**config.mk**
```make
export PLATFORM = sky130hd
export DESIGN_NAME = absb_blend
export DESIGN_NICKNAME = d
export VERILOG_FILES = /design/src/hw/rtl/absb_pkg.sv /design/src/hw/rtl/absb_blend.sv
export SDC_FILE = /design/constraint.sdc
export NUM_CORES = 1
export LEC_CHECK = 0
export BUFFER_PORTS_ARGS = -buffer_cell sky130_fd_sc_hd__buf_2
export CAP_MARGIN = 10
export CORE_MARGIN = 2
export CORE_UTILIZATION = 30
export DETAILED_ROUTE_END_ITERATION = 10
export SLEW_MARGIN = 20
export SYNTH_ARGS = -nofsm -noshare
export SYNTH_HDL_FRONTEND = slang
export SYNTH_SLANG_ARGS = --single-unit
```
**constraint.sdc**
```tcl
create_clock -name vclk -period 20.8
set_clock_uncertainty 0.05 [all_clocks]
set_input_delay 4.16 -clock vclk [all_inputs]
set_output_delay 4.16 -clock vclk [all_outputs]
set_load 0.02 [all_outputs]
```
**src/hw/rtl/absb_pkg.sv**
```systemverilog
// ----------------------------------------------------------------------------
// absb_pkg
// Shared types and constants of the alpha blend sprite blitter.
// ----------------------------------------------------------------------------
`default_nettype none

package absb_pkg;

	// Frame store geometry
	localparam int ADDR_W   = 16;
	localparam int DEPTH    = 65536;
	localparam int PIX_W    = 32;
	// Signed canvas coordinate: covers dest + pos and canvas sizes up to 4096
	localparam int COORD_W  = 14;
	// Row times canvas width plus column, before wrapping to the store depth
	localparam int MUL_W    = 23;

	localparam logic [7:0] ALPHA_OPAQUE = 8'hFF;
	localparam int         BYTE_SHIFT   = 8;

	typedef enum logic [1:0] {
		ACT_BLIT = 2'd0,
		ACT_PLOT = 2'd1,
		ACT_READ = 2'd2
	} action_t;

	typedef enum logic [1:0] {
		ST_DONE    = 2'd0,
		ST_CLIPPED = 2'd1,
		ST_TRANSP  = 2'd2
	} status_t;

	typedef enum logic [2:0] {
		REG_DEST_X   = 3'd0,
		REG_DEST_Y   = 3'd1,
		REG_SPRITE_W = 3'd2,
		REG_SPRITE_H = 3'd3,
		REG_WINDOW_W = 3'd4,
		REG_WINDOW_H = 3'd5,
		REG_FADE     = 3'd6
	} reg_index_t;

	// What the modify stage does with the entry it gets
	typedef enum logic [1:0] {
		OP_NONE  = 2'd0,
		OP_WRITE = 2'd1,
		OP_BLEND = 2'd2,
		OP_READ  = 2'd3
	} op_t;

	typedef struct packed {
		logic signed [8:0] dest_x;
		logic signed [8:0] dest_y;
		logic [8:0]        sprite_width;
		logic [8:0]        sprite_height;
		logic [8:0]        window_width;
		logic [8:0]        window_height;
		logic [7:0]        fade;
	} cfg_t;

	// Decoded item handed from the front end to the modify stage
	typedef struct packed {
		op_t               op;
		status_t           status;
		logic [ADDR_W-1:0] addr;
		logic [PIX_W-1:0]  color;
		logic [7:0]        alpha;
	} item_t;

endpackage

`default_nettype wire

```
**src/hw/rtl/absb_blend.sv**
```systemverilog
// ----------------------------------------------------------------------------
// absb_blend
// Modify step: blend, overwrite or pass the stored pixel; form the result.
// ----------------------------------------------------------------------------
`default_nettype none

module absb_blend (
	input  wire absb_pkg::item_t item,
	input  wire logic [31:0]     dst,
	output logic                 we,
	output logic [31:0]          pixel,
	output logic                 wrote,
	output absb_pkg::status_t    status
);
	import absb_pkg::*;

	logic [7:0]  inv;
	logic [15:0] mix [3];
	logic [31:0] blended;

	always_comb begin
		inv = ALPHA_OPAQUE - item.alpha;
		blended[31:24] = dst[31:24];
		for (int i = 0; i < 3; i++) begin
			mix[i] = 16'(dst[i*8 +: 8]) * 16'(inv)
				+ 16'(item.color[i*8 +: 8]) * 16'(item.alpha);
			blended[i*8 +: 8] = mix[i][BYTE_SHIFT +: 8];
		end

		status = item.status;
		case (item.op)
			OP_WRITE: begin
				we    = 1'b1;
				pixel = item.color;
				wrote = 1'b1;
			end
			OP_BLEND: begin
				we    = 1'b1;
				pixel = blended;
				wrote = 1'b1;
			end
			OP_READ: begin
				we    = 1'b0;
				pixel = dst;
				wrote = 1'b0;
			end
			default: begin
				we    = 1'b0;
				pixel = '0;
				wrote = 1'b0;
			end
		endcase
	end

endmodule

`default_nettype wire

```
==> Yosys cells after proc, flatten, opt, wreduce, memory -nomap -nowiden <==
Cells that the tools add are included.
{ "totals": {"reg_bits": 0, "output_inout_bits": 36, "word_cells": 16} }
{ "op_classes": {"add_sub_neg": 4, "mul": 6, "eq_ne": 3, "n_mux": 2, "n_reduce_logical": 1} }
{ "ops": {"columns": ["cell", "n"], "rows": [
  ["8-bit by 8-bit multiplier with 16-bit output", 6],
  ["32-bit case mux with 3 select lines", 1],
  ["16-bit adder", 3],
  ["8-bit subtractor (first input constant)", 1],
  ["2-bit equality test (second input constant)", 2],
  ["2-bit by 1-bit equality test with 1-bit output (second input constant)", 1],
  ["2-bit OR reduction", 1],
  ["1-bit two-way mux", 1]
]} }

==> Depth between registers and ports, before layout <==
{ "logic_depth": {"word_depth": 4, "depth_mapped": 22, "mapped_depth_nobuf": 20} }

==> Worst setup path after synthesis <==
No wires, ideal clock.
{ "synth_timing": {"kind": "in2out", "start": "in item[2] (netlist bit)", "end": "out pixel[5]", "t_arrival_ns": 9.245, "required_time_ns": 16.590, "setup_slack_ns": 7.345, "path_stages": 19, "n_path_buf": 2, "path_cell_list": "clkbuf_1 -> clkbuf_1 -> nand2_1 -> fa_1 -> fa_1 -> inv_1 -> fa_1 -> fa_1 -> fa_1 -> inv_1 -> fa_1 -> inv_1 -> ha_1 -> or3_1 -> nand3_1 -> o21ai_1 -> a21oi_1 -> xor2_1 -> o22ai_1"} }
{ "synth_via": {"elab_chain_cells": 4, "elab_cells_between_ends": 5, "classes_between": "2 x add/sub; 2 x mul; 1 x mux"} }
{ "synth_rtl": {"columns": ["element", "line_no", "rtl"], "rows": [
  ["start: declaration", "absb_blend.sv:8", "input wire absb_pkg::item_t item,"],
  ["8-bit subtractor", "absb_blend.sv:22", "inv = ALPHA_OPAQUE - item.alpha;"],
  ["8-bit by 8-bit multiplier with 16-bit output", "absb_blend.sv:25", "mix[i] = 16'(dst[i*8 +: 8]) * 16'(inv)"],
  ["16-bit adder (*)", "absb_blend.sv:26", "+ 16'(item.color[i*8 +: 8]) * 16'(item.alpha);"],
  ["32-bit case mux with 3 select lines (*)", "absb_blend.sv:31", "case (item.op)"],
  ["end: declaration", "absb_blend.sv:11", "output logic [31:0] pixel,"]
]} }
Every way passes the cells marked *; elsewhere a longest branch is shown, timed or not.

==> Final worst setup path <==
{ "layout_timing": {"start": "in item[1] (netlist bit)", "end": "out pixel[13]"} }
The elaborated chain is that of the path after synthesis.

==> parameters.txt <==
Parameter                              Value

Outcome
  Status ... complete, no violations

Pwr
  Total leakage power ... 7.56 nW
  Pwr/cell area ... 145 nW/um^2
  Maximum resistive drop on vdd ... 0.000156 V

Finish
  Final core area utilization ... 0.328
  Post-synthesis to final-layout area growth ... 8.50%
  Diode count ... 0
  Multi-input gate area in the final layout ... 11600 sq um
  Fill count ... 4648
  Final sequential cell count ... 0
  # clk buffers ... 0
  Layout cell share with drive strength beyond 1 ... 0.0891
  Total area of sequential cells ... 0 sq um
  Number of nets in the layout ... 2112

Detailed routing
  Wire length per cell after detailed routing ... 15.7 microns
  Number of nets still failing antenna checks after routing ... 0
  Detailed-routing iteration count for the pre-antenna-repair pass ... 7
  Drt initial violations ... 499
  Detailed Route WL ... 33600 microns
  Routed via count ... 9728
  Count of unresolved DRC violations after routing ... 0
  Via/cell ratio ... 4.54

Yosys
  Syn Std Cell Area ... 13300 sq um
  Share of Yosys cell area claimed by the top area cell type ... 0.429
  Number of instances in the synthesized netlist ... 1489
  Netlist cell types ... 42
  Largest cells by area after synthesis ... fa_1 43%, ha_1 17%, inv_1 11%
  Share of synthesized area occupied by flip-flops and latches ... 0
  Number of synthesis warnings ... 0
  Syn nets ... 2050
  Cell taking the most area after synthesis ... fa_1
  Mean instance size in the synthesized netlist ... 8.92 sq um

Die
  Die Wd ... 214 microns
  Initial core utilization ... 0.302
  Placement Rows ... 77
  # IOs ... 128
  Total core area ... 43900 sq um
  Die height ... 214 microns
  Die ar. ... 46000 sq um

Timing
  Total setup violations reported at the end of the flow ... 0
  Hold slack final ... 8.27 ns
  Worst slew margin ... 0.294
  Setup TNS ... 0 ns
  Count of endpoints failing hold in the final timing report ... 0
  Final worst path period share ... 0.685
  Max frequency ... 70.2 MHz
  Final max-slew violation count ... 0
  Worst path setup slack after routing ... 6.55 ns
  Setup repair after global routing missed its margin ... no
  Transition time at the pin with the least slew margin ... 1.06 ns
  Min Clock Period, post-route ... 14.25 ns

Worst setup path
  Sequence of cells on the critical path ... buf_2 > nand2b_1 > fa_1 > fa_1 > inv_1 > fa_1 > fa_1 > fa_1 > inv_1 > fa_1 > inv_1 > ha_1 > a211oi_1 > o211ai_1 > nand2_2 > o21bai_1 > xnor2_1 > o22ai_1 > buf_2
  Critical path data arrival time ... 10.04 ns
  Type of origin of the critical path ... input port
  Category of the worst setup path capture point ... output port
  Delay of the slowest critical-path stage ... 0.78 ns
  Cell with the biggest individual delay on the critical path ... buf_2
  Largest fanout on the critical path ... 48
  Critical Path Most Common Cell ... fa_1
  Required time of the worst setup path ... 16.59 ns
  Start-to-end type of the worst setup path ... in -> out

Place
  Estimated wirelength of the detail-placed design ... 26000 microns
  Global placement routability congestion ... 0.811
  Pre-CTS worst setup slack ... 6.57 ns
  I/O Buffers ... 108

Min path
  Hold path start ... item[56]
  Hold Path Stages ... 0
  Worst Hold Class ... in -> out
  Endpoint of the worst hold path ... status[0]

CTS
  Hold-fix buffer count after cts ... 0
  Number of instances resized during post-cts repair ... 0
  Number of setup buffers added after CTS ... 0

Flow run
  Maxcap violations ... 0

GRT
  Total global-route track usage ... 0.153
  Largest net degree at the start of global routing ... 49
  Overflow left after global routing ... 0
  First-pass GRT wire length ... 57500 microns
  Number of global-route vias before repair ... 10900
  Initial antenna violation count ... 0
## how the worst max path moves through the flow
stage	startpoint	to	slack (ns)
floorplan	item[2]	pixel[5]	7.34
detailed placement	item[1]	pixel[19]	6.57
finish	item[1]	pixel[13]	6.55
global placement	item[1]	pixel[19]	6.61
CTS	item[1]	pixel[19]	6.52
global route	item[1]	pixel[19]	6.21
## layout by cell type (no fill, tap or decap), types with 2 or more instances in the layout
master	count
buf_4	10
a21o_1	6
a31o_2	3
a211oi_2	2
fa_1	285
o211ai_1	4
nor3_1	5
a222oi_1	9
nand3_1	4
o21ai_0	5
or2_2	2
buf_2	108
o21bai_1	4
nand2b_1	79
o22ai_1	14
and2_1	138
nor2b_1	111
xor2_1	9
nand2_2	2
o211a_1	2
o31ai_4	2
or3_1	2
nor2_1	18
o21ai_2	3
nand2_1	56
a21oi_1	16
a22oi_1	22
ha_1	183
o21ai_1	4
inv_1	402
a211oi_1	2
o21a_1	2
xnor2_1	26
## layer usage
layer	vias to the layer above	wire length [microns]	global-route usage
li1	4522	-	-
met2	208	16600	0.272
met4	0	339	0.0148
met1	4980	15300	0.209
met3	18	1450	0.0139
met5	-	0	0
## synthesized netlist by cell type, drive strengths merged (2+ instances only)
library cell and number:
a22oi 22, fa 285, o211ai 4, o31ai 2, a222oi 9, xnor2 26
nor3 5, o22ai 14, clkbuf 53, nor2 18, or2 2, xor2 9
inv 402, a21oi 17, nand2 58, o21a 2, buf 5, or3 2
ha 184, o21ai 12, and2 138, a31o 4, nor2b 111, o21bai 4
a211oi 4, nand2b 79, o211a 2, nand3 4, a21o 7
## stage by stage
stage / total power, mW / cells / cell area, sq um
finish: 2.09 / 2141 / 14400
detailed placement: 2.09 / 2141 / 14400
CTS: 2.11 / 2141 / 14400
global placement: 2.05 / 2141 / 14400
global route: 2.39 / 2141 / 14400
floorplan: 1.62 / 1489 / 13300
## cells by family after synthesis
kind of cell               Yosys count  synth area share
AOI/OAI and AO/OA                  106            0.0609
xor gates and xnor gates            35            0.0231
adders and majority gates          469             0.603
buffers and inverters              460             0.131
and+or+nand+nor                    419             0.183
## layout make-up
class | instances | area share
Inverter | 402 | 0.105
Multi-Input combinational cell | 1029 | 0.801
Timing Repair Buffer | 118 | 0.0427
Tap cell | 592 | 0.0514
## worst max-delay path, delay by kind of cell
| kind | cells | cell delay (ns) |
|---|---|---|
| and+or+nand+nor | 2 | 0.44 |
| buffers and inverters | 5 | 1.14 |
| AOI/OAI and AO/OA | 4 | 0.74 |
| xor gates and xnor gates | 1 | 0.28 |
| adders and majority gates | 7 | 3.25 |
## power by group
part           leakage, nW  total, mW  switching, mW  internal (mW)
clock                    0          0              0              0
combinational         7.56       2.09           1.20          0.890
sequential               0          0              0              0
total                 7.56       2.09           1.20          0.890
Note: power is estimated with default switching activity, not from simulation.
