--- src/hw/rtl/absb_pkg.sv ---
// ----------------------------------------------------------------------------
// absb_pkg
// Shared types and constants of the alpha blend sprite blitter.
// ----------------------------------------------------------------------------
`default_nettype none

package absb_pkg;

	// Frame store geometry
	localparam int ADDR_W   = 16;
	localparam int DEPTH    = 65536;
	localparam int PIX_W    = 32;
	// Signed canvas coordinate: covers dest + pos and canvas sizes up to 4096
	localparam int COORD_W  = 14;
	// Row times canvas width plus column, before wrapping to the store depth
	localparam int MUL_W    = 23;

	localparam logic [7:0] ALPHA_OPAQUE = 8'hFF;
	localparam int         BYTE_SHIFT   = 8;

	typedef enum logic [1:0] {
		ACT_BLIT = 2'd0,
		ACT_PLOT = 2'd1,
		ACT_READ = 2'd2
	} action_t;

	typedef enum logic [1:0] {
		ST_DONE    = 2'd0,
		ST_CLIPPED = 2'd1,
		ST_TRANSP  = 2'd2
	} status_t;

	typedef enum logic [2:0] {
		REG_DEST_X   = 3'd0,
		REG_DEST_Y   = 3'd1,
		REG_SPRITE_W = 3'd2,
		REG_SPRITE_H = 3'd3,
		REG_WINDOW_W = 3'd4,
		REG_WINDOW_H = 3'd5,
		REG_FADE     = 3'd6
	} reg_index_t;

	// What the modify stage does with the entry it gets
	typedef enum logic [1:0] {
		OP_NONE  = 2'd0,
		OP_WRITE = 2'd1,
		OP_BLEND = 2'd2,
		OP_READ  = 2'd3
	} op_t;

	typedef struct packed {
		logic signed [8:0] dest_x;
		logic signed [8:0] dest_y;
		logic [8:0]        sprite_width;
		logic [8:0]        sprite_height;
		logic [8:0]        window_width;
		logic [8:0]        window_height;
		logic [7:0]        fade;
	} cfg_t;

	// Decoded item handed from the front end to the modify stage
	typedef struct packed {
		op_t               op;
		status_t           status;
		logic [ADDR_W-1:0] addr;
		logic [PIX_W-1:0]  color;
		logic [7:0]        alpha;
	} item_t;

endpackage

`default_nettype wire

--- src/hw/rtl/absb_front.sv ---
// ----------------------------------------------------------------------------
// absb_front
// Decode one item: clip, fade the alpha, form the frame store address.
// ----------------------------------------------------------------------------
`default_nettype none

module absb_front #(
	parameter int CANVAS_WIDTH  = 256,
	parameter int CANVAS_HEIGHT = 256
) (
	input  wire absb_pkg::cfg_t  cfg,
	input  wire logic [1:0]      action,
	input  wire logic [7:0]      pos_x,
	input  wire logic [7:0]      pos_y,
	input  wire logic [31:0]     color,
	output absb_pkg::item_t      item
);
	import absb_pkg::*;

	localparam logic signed [COORD_W-1:0] CW_S = COORD_W'(CANVAS_WIDTH);
	localparam logic signed [COORD_W-1:0] CH_S = COORD_W'(CANVAS_HEIGHT);

	logic signed [COORD_W-1:0] cx, cy;
	logic                      ok_x, ok_y, in_canvas;
	logic [7:0]                a_src, a_faded;
	logic [8:0]                col, row;
	logic [MUL_W-1:0]          addr_full;

	always_comb begin
		cx = $signed({{(COORD_W-9){cfg.dest_x[8]}}, cfg.dest_x})
			+ $signed({{(COORD_W-8){1'b0}}, pos_x});
		cy = $signed({{(COORD_W-9){cfg.dest_y[8]}}, cfg.dest_y})
			+ $signed({{(COORD_W-8){1'b0}}, pos_y});

		ok_x = ({1'b0, pos_x} < cfg.sprite_width)
			&& (cfg.window_width == '0 || {1'b0, pos_x} < cfg.window_width)
			&& (cx >= 0) && (cx < CW_S);
		ok_y = ({1'b0, pos_y} < cfg.sprite_height)
			&& (cfg.window_height == '0 || {1'b0, pos_y} < cfg.window_height)
			&& (cy >= 0) && (cy < CH_S);

		in_canvas = (COORD_W'(pos_x) < COORD_W'(CANVAS_WIDTH))
			&& (COORD_W'(pos_y) < COORD_W'(CANVAS_HEIGHT));

		a_src   = color[31:24];
		a_faded = (cfg.fade >= a_src) ? 8'd0 : a_src - cfg.fade;

		// Clipped blit coordinates are non-negative and below 511
		if (action == ACT_BLIT) begin
			col = cx[8:0];
			row = cy[8:0];
		end else begin
			col = {1'b0, pos_x};
			row = {1'b0, pos_y};
		end
		addr_full = MUL_W'(row) * MUL_W'(CANVAS_WIDTH) + MUL_W'(col);

		item.op     = OP_NONE;
		item.status = ST_DONE;
		item.addr   = addr_full[ADDR_W-1:0];
		item.color  = color;
		item.alpha  = a_faded;

		case (action)
			ACT_BLIT: begin
				if (!ok_x || !ok_y) begin
					item.status = ST_CLIPPED;
				end else if (a_faded == 8'd0) begin
					item.status = ST_TRANSP;
				end else if (a_faded == ALPHA_OPAQUE) begin
					item.op    = OP_WRITE;
					item.color = {ALPHA_OPAQUE, color[23:0]};
				end else begin
					item.op = OP_BLEND;
				end
			end
			ACT_PLOT: begin
				if (!in_canvas) begin
					item.status = ST_CLIPPED;
				end else begin
					item.op = OP_WRITE;
				end
			end
			ACT_READ: begin
				if (!in_canvas) begin
					item.status = ST_CLIPPED;
				end else begin
					item.op = OP_READ;
				end
			end
			default: begin
				item.op = OP_NONE;
			end
		endcase
	end

endmodule

`default_nettype wire

--- config.mk ---
export PLATFORM = sky130hd
export DESIGN_NAME = absb_front
export DESIGN_NICKNAME = d
export VERILOG_FILES = /design/src/hw/rtl/absb_pkg.sv /design/src/hw/rtl/absb_front.sv
export SDC_FILE = /design/constraint.sdc
export NUM_CORES = 1
export LEC_CHECK = 0
export BUFFER_PORTS_ARGS = -buffer_cell sky130_fd_sc_hd__buf_2
export CORE_MARGIN = 2
export CORE_UTILIZATION = 41
export DETAILED_ROUTE_END_ITERATION = 10
export PLACE_DENSITY = 0.81
export SLEW_MARGIN = 20
export SYNTH_ARGS = -nofsm -noshare
export SYNTH_HDL_FRONTEND = slang
export SYNTH_SLANG_ARGS = --single-unit
--- constraint.sdc ---
create_clock -name vclk -period 2.5
set_input_delay 0.25 -clock vclk [all_inputs]
set_output_delay 0.25 -clock vclk [all_outputs]
set_load 0.02 [all_outputs]
Yosys cells after proc, flatten, opt, wreduce, memory -nomap -nowiden:

Index checks and enable logic that the tools add are counted.

* word-level logic and storage cells: 45
* register bits: 0
* output and inout bits: 60
* bits of input ports: 112

* mux-type cells: 14
* add/sub/neg operators: 4
* order comparisons: 9
* reduce and logical (&&, ||, !) cells: 15
* equality and inequality tests: 3

Operators with widths (number)
* $mux W32: 4
* $lt A8 B9 Y1: 4
* $add A9 B9 Y10: 2
* $ge A10 B1 Y1 const B: 2
* $lt A10 B10 Y1 const B: 2
* $logic_not A9 Y1: 2
* $add A16 B9 Y16: 1
* $mux W8: 2
* $mux W2: 6
* $mux W9: 1
* $eq A8 B8 Y1 const B: 1
* $ge A8 B8 Y1: 1
* $logic_not A8 Y1: 1
* $sub A8 B8 Y8: 1
* $logic_and A1 B1 Y1: 6
* $pmux W2 S3: 1
* $logic_or A1 B1 Y1: 3
* $eq A2 B1 Y1 const B: 1
* $eq A2 B2 Y1 const B: 1
* $logic_not A1 Y1: 2
* $logic_not A2 Y1: 1

Logic depth before layout (Yosys ltp):

Gate-level depths: netlist of the first run.

* depth in word-level cells: 9
* depth in mapped cells: 13
* depth with buffers taken out: 13

Worst setup path after synthesis of the first run:

OpenSTA, ideal clock, no wires.

* kind: in2out
* start: input color[24]
* end: output item[57] (netlist bit)
* buffers on the path: 0
* stages on the path: 10
* slack: -0.445 ns
* arrival: 2.695 ns
* required time: 2.250 ns
* cell sequence: inv_1 -> ha_1 -> inv_1 -> fa_1 -> a211oi_2 -> nor3_2 -> o21ai_2 -> a31oi_1 -> or4_1 -> nor3_1

RTL lines
* start: declaration: RTL line absb_front.sv:15 `input wire logic [31:0] color,`
* end: declaration: RTL line absb_front.sv:16 `output absb_pkg::item_t item`

==> impl_metrics.csv, run 1 <==
group,metric,value,unit
cells_and_area,register_area,0,um2
cells_and_area,n_fill_cell,467,
floorplan,start_util,0.422,
floorplan,core_region_area,6310,um2
sta,worst_slack,-0.387,ns
placed_design,port_buffers,124,
critical_path,critPathLaunchType,"input port",
detailed_routing,wl,10000,um
cells_and_area,layout-area-overhead-vs-synth,70.4,%
floorplan,rows,29,
sta,worst_slew_pin_slew,0.509,ns
cells_and_area,nFlopsAndLatches,0,
logic_synthesis,yosys_warnings,0,
critical_path,worstPathRequired,2.25,ns
sta,maxSlewViolCount,0,
logic_synthesis,synth_area_per_cell,7.43,um2
grt,grt_overflow_total,0,
detailed_routing,dr_wl_met2,5270,um
grt,antenna_found_initial,0,
critical_path,critPathCaptureType,"output port",
critical_path,crit_start,"color[24]",
sta,slew_headroom,0.651,
sta,hold_viol_final,0,
placed_design,gp_congestion,0.943,
cells_and_area,drive_above_1_share,0.520,
critical_path,critPathKind,"in -> out",
power_and_ir_drop,powerDensity,263,nW/um2
sta,fin_crit,2.89,ns
detailed_routing,num_vias,3466,
detailed_routing,wl_met3,779,um
grt,grt_max_degree,10,
logic_synthesis,syn-num-nets,529,
critical_path,crit_arrival,2.64,ns
power_and_ir_drop,p_leak,0.00235,uW
sta,finalCritPeriodShare,1.15,
detailed_routing,ant_nets,0,
floorplan,io_pins,172,
sta,rsz0062_at_grt,"yes",
outcome,outcome,"complete, but fails checks",
detailed_routing,drc,0,
sta,fin_setup_tns,-4.21,ns
floorplan,die_w,84.6,um
detailed_routing,via_per_inst,5.51,
placed_design,place_hpwl,7770,um
detailed_routing,routedWlPerCell,16.0,um
critical_path,crit_fanout,4,
floorplan,die_h,84.6,um
cells_and_area,multiInputGateArea,2700,um2
detailed_routing,wl_met1,3660,um
cells_and_area,clock_buffers,0,
critical_path,endpoint,"item[59]",
grt,grt_pass1_wl,15900,um
clock_network,postCtsHoldBufs,0,
detailed_routing,top_layer_used,"met4",
grt,grt_usage,0.266,
cells_and_area,num-nets-final,725,
min_path,hp-class,"in -> out",
power_and_ir_drop,finalPower,1190,uW
logic_synthesis,synthDistinctLibCells,65,
floorplan,die_area,7150,um2
outcome,violations,"setup timing",
sta,finalSetupViolCount,19,
detailed_routing,first_pass_iters,4,
cells_and_area,antenna_cells,0,
detailed_routing,drt_iter0_drc,131,
flow_run,max_cap_viol_count,0,
logic_synthesis,syn-cell-area,2660,um2
power_and_ir_drop,peakVddDrop,0.000202,V
sta,fmax,0.346,GHz
logic_synthesis,syn_inst,358,
logic_synthesis,ys_seq_area_frac,0,
grt,grt_pass1_vias,3541,
-- synth_stat cells (all sizes together), types with 2 or more instances --
cell	count	area [um2]
and3	3	18.8
nand4	6	52.6
mux2i	6	60.1
a211oi	6	62.6
o31a	2	17.5
nor3	8	45.0
ha	56	701
nor2	27	101
inv	50	188
a21o	4	30.0
a211o	4	35.0
o211ai	2	15.0
nand4b	2	17.5
nand3	6	35.0
xnor2	15	131
a22o	2	17.5
a31oi	4	25.0
nand2b	10	70.1
o21ai	16	83.8
nor4	6	52.6
o21a	2	15.0
fa	3	60.1
nand2	18	67.6
nor2b	4	25.0
xor2	4	35.0
nor3b	3	22.5
buf	25	185
mux2	7	78.8
clkbuf	2	7.51
o221ai	3	32.5
a21oi	29	149
o41a	2	22.5
-- kinds of logic (layout without fill, tap and decap cells) --
| family | count (synthesis) | after routing | share of synthesized area |
|---|---|---|---|
| AOI/OAI and AO/OA | 88 | 88 | 0.238 |
| buffers and inverters | 77 | 270 | 0.143 |
| adders and majority gates | 59 | 59 | 0.286 |
| muxes | 13 | 13 | 0.0522 |
| and+or+nand+nor | 102 | 103 | 0.219 |
| xor gates and xnor gates | 19 | 19 | 0.0625 |
-- power breakdown --
| part | internal, uW | switching [uW] |
|---|---|---|
| combinational | 598 | 595 |
| sequential | 0 | 0 |
| clock | 0 | 0 |
| total | 598 | 595 |
-- worst max-delay path, cell delays in order --
cell and delay [ns]:
buf_8 0.11, inv_12 0.04, ha_4 0.12, inv_2 0.03, fa_2 0.36, a211oi_4 0.29, nor3_2 0.11, o21ai_2 0.21
buf_6 0.16, a21oi_4 0.04, or4_4 0.58, nand2b_4 0.10, o41ai_4 0.06, buf_4 0.16
-- per-layer routing --
metal	vias to the layer above	track usage
met1	1594	0.281
met4	0	0.0909
met2	176	0.530
met3	30	0.0354
met5	-	0
li1	1666	-
-- worst min path at each step --
stage,start,to,slack (ns),depth (start not counted)
2_1_floorplan,action[1],item[59],0.59,1
3_3_place_gp,color[3],item[11],0.50,0
3_5_place_dp,color[3],item[11],0.50,0
4_1_cts,color[3],item[11],0.50,0
5_1_grt,color[8],item[16],0.50,0
6_report,color[8],item[16],0.50,0
-- layout by cell type, fill, tap and decap left out, types with 3 or more instances in the layout --
cell	netlist	final
nand2b_1	9	8
a211oi_1	4	4
xnor2_2	0	3
nand4_1	5	5
buf_8	0	3
buf_6	0	30
o21ai_0	14	12
fa_2	0	3
xnor2_1	15	10
a21oi_1	28	27
nor4_1	5	4
nor3_1	7	5
ha_1	56	48
ha_4	0	8
buf_2	1	99
nand3_1	5	4
o221ai_2	1	3
xor2_1	4	3
a21o_1	4	4
buf_4	24	88
mux2_2	7	7
nand2_1	18	17
mux2i_1	6	5
inv_1	50	47
nor2b_1	4	3
a211o_1	4	4
nor2_1	27	25
-- repair_timing --
action                                 CTS  global route
pin swaps                               23            11
setup buffers                           16             4
cloned                                   1             0
endpoints found under the hold margin    0             0
gates resized for setup                 65            19
setup endpoints to repair               20            20
-- stage by stage --
step	cells	util	area, um2	hold WS (ns)	worst slack (ns)
2_1_floorplan	358	-	2920	0.593	-0.188
3_3_place_gp	609	0.637	4020	0.500	-0.449
3_5_place_dp	609	0.637	4020	0.500	-0.559
4_1_cts	626	0.701	4420	0.500	-0.331
5_1_grt	629	0.718	4530	0.500	-0.473
6_report	629	0.718	4530	0.500	-0.387
-- area by class of cell --
type	instances	area share
inverters	50	0.0442
multi-input cells	282	0.595
repair buffers	220	0.339
well taps	77	0.0212
No activity file was read; power rests on OpenSTA's default activity.
==> run 2: changes to the inputs <==
--- a/config.mk
+++ b/config.mk
@@ -5,9 +5,11 @@
 export SDC_FILE = /design/constraint.sdc
 export NUM_CORES = 1
 export LEC_CHECK = 0
+export ABC_AREA = 1
+export ABC_CLOCK_PERIOD_IN_PS = 2500
 export BUFFER_PORTS_ARGS = -buffer_cell sky130_fd_sc_hd__buf_2
 export CORE_MARGIN = 2
-export CORE_UTILIZATION = 41
+export CORE_UTILIZATION = 42
 export DETAILED_ROUTE_END_ITERATION = 10
 export PLACE_DENSITY = 0.81
 export SLEW_MARGIN = 20
==> run 2 against run 1 <==
The flow still finishes with violations (setup timing). Worst hold slack about the same. Critical path depth increased by 8. Design area decreased by 7.8%. Cell count increased by 18%. Global-route usage decreased by 6.2 points. Routed wire length decreased by 15%. Maximum frequency increased by 8.7%. Critical endpoint is now item[54]. Largest cell class unchanged.
==> impl_metrics.csv, run 2 <==
group,metric,value,unit
logic_synthesis,ys_seq_area_frac,0,
detailed_routing,first_pass_iters,4,
grt,grt_pass1_wl,12900,um
floorplan,io_pins,172,
cells_and_area,drive_above_1_share,0.354,
sta,finalSetupViolCount,14,
detailed_routing,drt_iter0_drc,137,
critical_path,critPathCaptureType,"output port",
placed_design,port_buffers,124,
critical_path,critPathKind,"in -> out",
placed_design,place_hpwl,7080,um
cells_and_area,multiInputGateArea,2550,um2
cells_and_area,final_common_cell,"nand2_1",
cells_and_area,clock_buffers,0,
power_and_ir_drop,peakVddDrop,0.000118,V
logic_synthesis,yosys.area.top_type,"ha_1",
grt,grt_max_degree,19,
clock_network,postCtsHoldBufs,0,
floorplan,core_region_area,6460,um2
floorplan,die_w,86.3,um
sta,rsz0062_at_grt,"yes",
outcome,outcome,"complete, but fails checks",
logic_synthesis,synthTopCellsByArea,"ha_1 25%, nand2_1 22%, inv_1 14%",
placed_design,place_inst,735,
detailed_routing,num_vias,3597,
power_and_ir_drop,powerDensity,221,nW/um2
logic_synthesis,syn-cell-area,2840,um2
sta,finalCritPeriodShare,1.06,
critical_path,crit_arrival,2.41,ns
logic_synthesis,syn_inst,523,
grt,grt_usage,0.204,
cells_and_area,num-nets-final,840,
power_and_ir_drop,p_leak,0.00257,uW
logic_synthesis,yosys.cell_count.top_type,"nand2_1",
cells_and_area,fin_cells,744,
logic_synthesis,synthDistinctLibCells,29,
sta,slew_headroom,0.727,
flow_run,max_cap_viol_count,0,
cells_and_area,nFlopsAndLatches,0,
grt,grt_overflow_total,0,
critical_path,critPathLaunchType,"input port",
detailed_routing,drc,0,
min_path,hp-class,"in -> out",
placed_design,gp_congestion,0.886,
detailed_routing,via_per_inst,4.83,
sta,fin_crit,2.66,ns
logic_synthesis,yosys_warnings,0,
cells_and_area,layout_common_cells,"150 x nand2_1, 104 x inv_1, 104 x buf_2",
detailed_routing,routedWlPerCell,11.5,um
floorplan,die_area,7450,um2
critical_path,worstPathRequired,2.25,ns
cells_and_area,antenna_cells,0,
logic_synthesis,syn-num-nets,694,
sta,worst_slack,-0.157,ns
critical_path,crit_fanout,2,
logic_synthesis,ys_top_cells_by_count,"167 x nand2_1, 109 x inv_1, 56 x ha_1",
grt,grt_pass1_vias,3266,
floorplan,start_util,0.440,
grt,antenna_found_initial,0,
outcome,violations,"setup timing",
cells_and_area,final_util,0.647,
cells_and_area,n_fill_cell,564,
floorplan,rows,29,
sta,maxSlewViolCount,0,
sta,hold_viol_final,0,
logic_synthesis,synth_top_area_frac,0.246,
detailed_routing,ant_nets,0,
logic_synthesis,synth_area_per_cell,5.44,um2
cells_and_area,layout-area-overhead-vs-synth,47.0,%
floorplan,die_h,86.3,um
sta,worst_slew_pin_slew,0.398,ns
cells_and_area,register_area,0,um2
detailed_routing,wl,8540,um
sta,fmax,0.376,GHz
## run 2: final timing paths
path,start,end,slack [ns],cells past startpoint
worst min-delay path,color[4],item[12],0.50,0
worst max-delay path,pos_x[0],item[54],-0.16,22
## run 2: critical path, cell delays in order
cell and delay, ns:
buf_8 0.08, ha_4 0.14, inv_2 0.04, fa_2 0.33, inv_2 0.07, nand3_2 0.06
nand2_2 0.07, nand2_2 0.05, nand2_1 0.06, nand2_1 0.05, nand2_2 0.07, clkinv_2 0.05
nor2_2 0.08, ha_2 0.21, ha_4 0.13, inv_2 0.04, nor2_2 0.07, nand2_1 0.07
nor2_1 0.10, nand2_1 0.09, xnor2_2 0.14, buf_4 0.15
## run 2: timing repair
item,CTS,global route
setup endpoints to repair,17,18
buffers inserted,5,5
pin swaps,23,22
gates resized for setup,43,61
## run 2: cells by family after synthesis
logic type / Yosys count / synth area share
mux: 1 / 0.00352
compound gates: 43 / 0.0814
buf+inv: 137 / 0.212
simple gates: 268 / 0.389
fa+ha+maj: 59 / 0.267
xor+xnor: 15 / 0.0462
## run 2: metal layers
layer  up-vias  track usage  routed length [um]
met5         -            0                   0
met4         0       0.0298                  75
met3        12       0.0295                 623
met2       148        0.394                4340
met1      1553        0.241                3500
li1       1884            -                   -
## run 2: layout make-up
class	instances	area share
Inverter	110	0.0997
Multi-Input combinational cell	386	0.609
Tap cell	77	0.0230
Timing Repair Buffer	171	0.268
## run 2: stage by stage
step / TNS [ns] / power [uW] / area (um2) / hold slack (ns) / setup slack [ns]
after floorplan: -0.0214 / 554 / 2900 / 0.613 / -0.0214
after global placement: -1.60 / 771 / 3720 / 0.500 / -0.240
after detailed placement: -2.37 / 792 / 3720 / 0.500 / -0.312
after CTS: -0.616 / 840 / 3880 / 0.500 / -0.171
after global routing: -3.84 / 1020 / 4180 / 0.500 / -0.345
final: -1.10 / 924 / 4180 / 0.500 / -0.157
## run 2: where the power goes
group | switching [uW] | internal [uW] | leakage [uW] | total, uW
Clock | 0 | 0 | 0 | 0
Sequential | 0 | 0 | 0 | 0
Combinational | 517 | 407 | 0.00257 | 924
Total | 517 | 407 | 0.00257 | 924
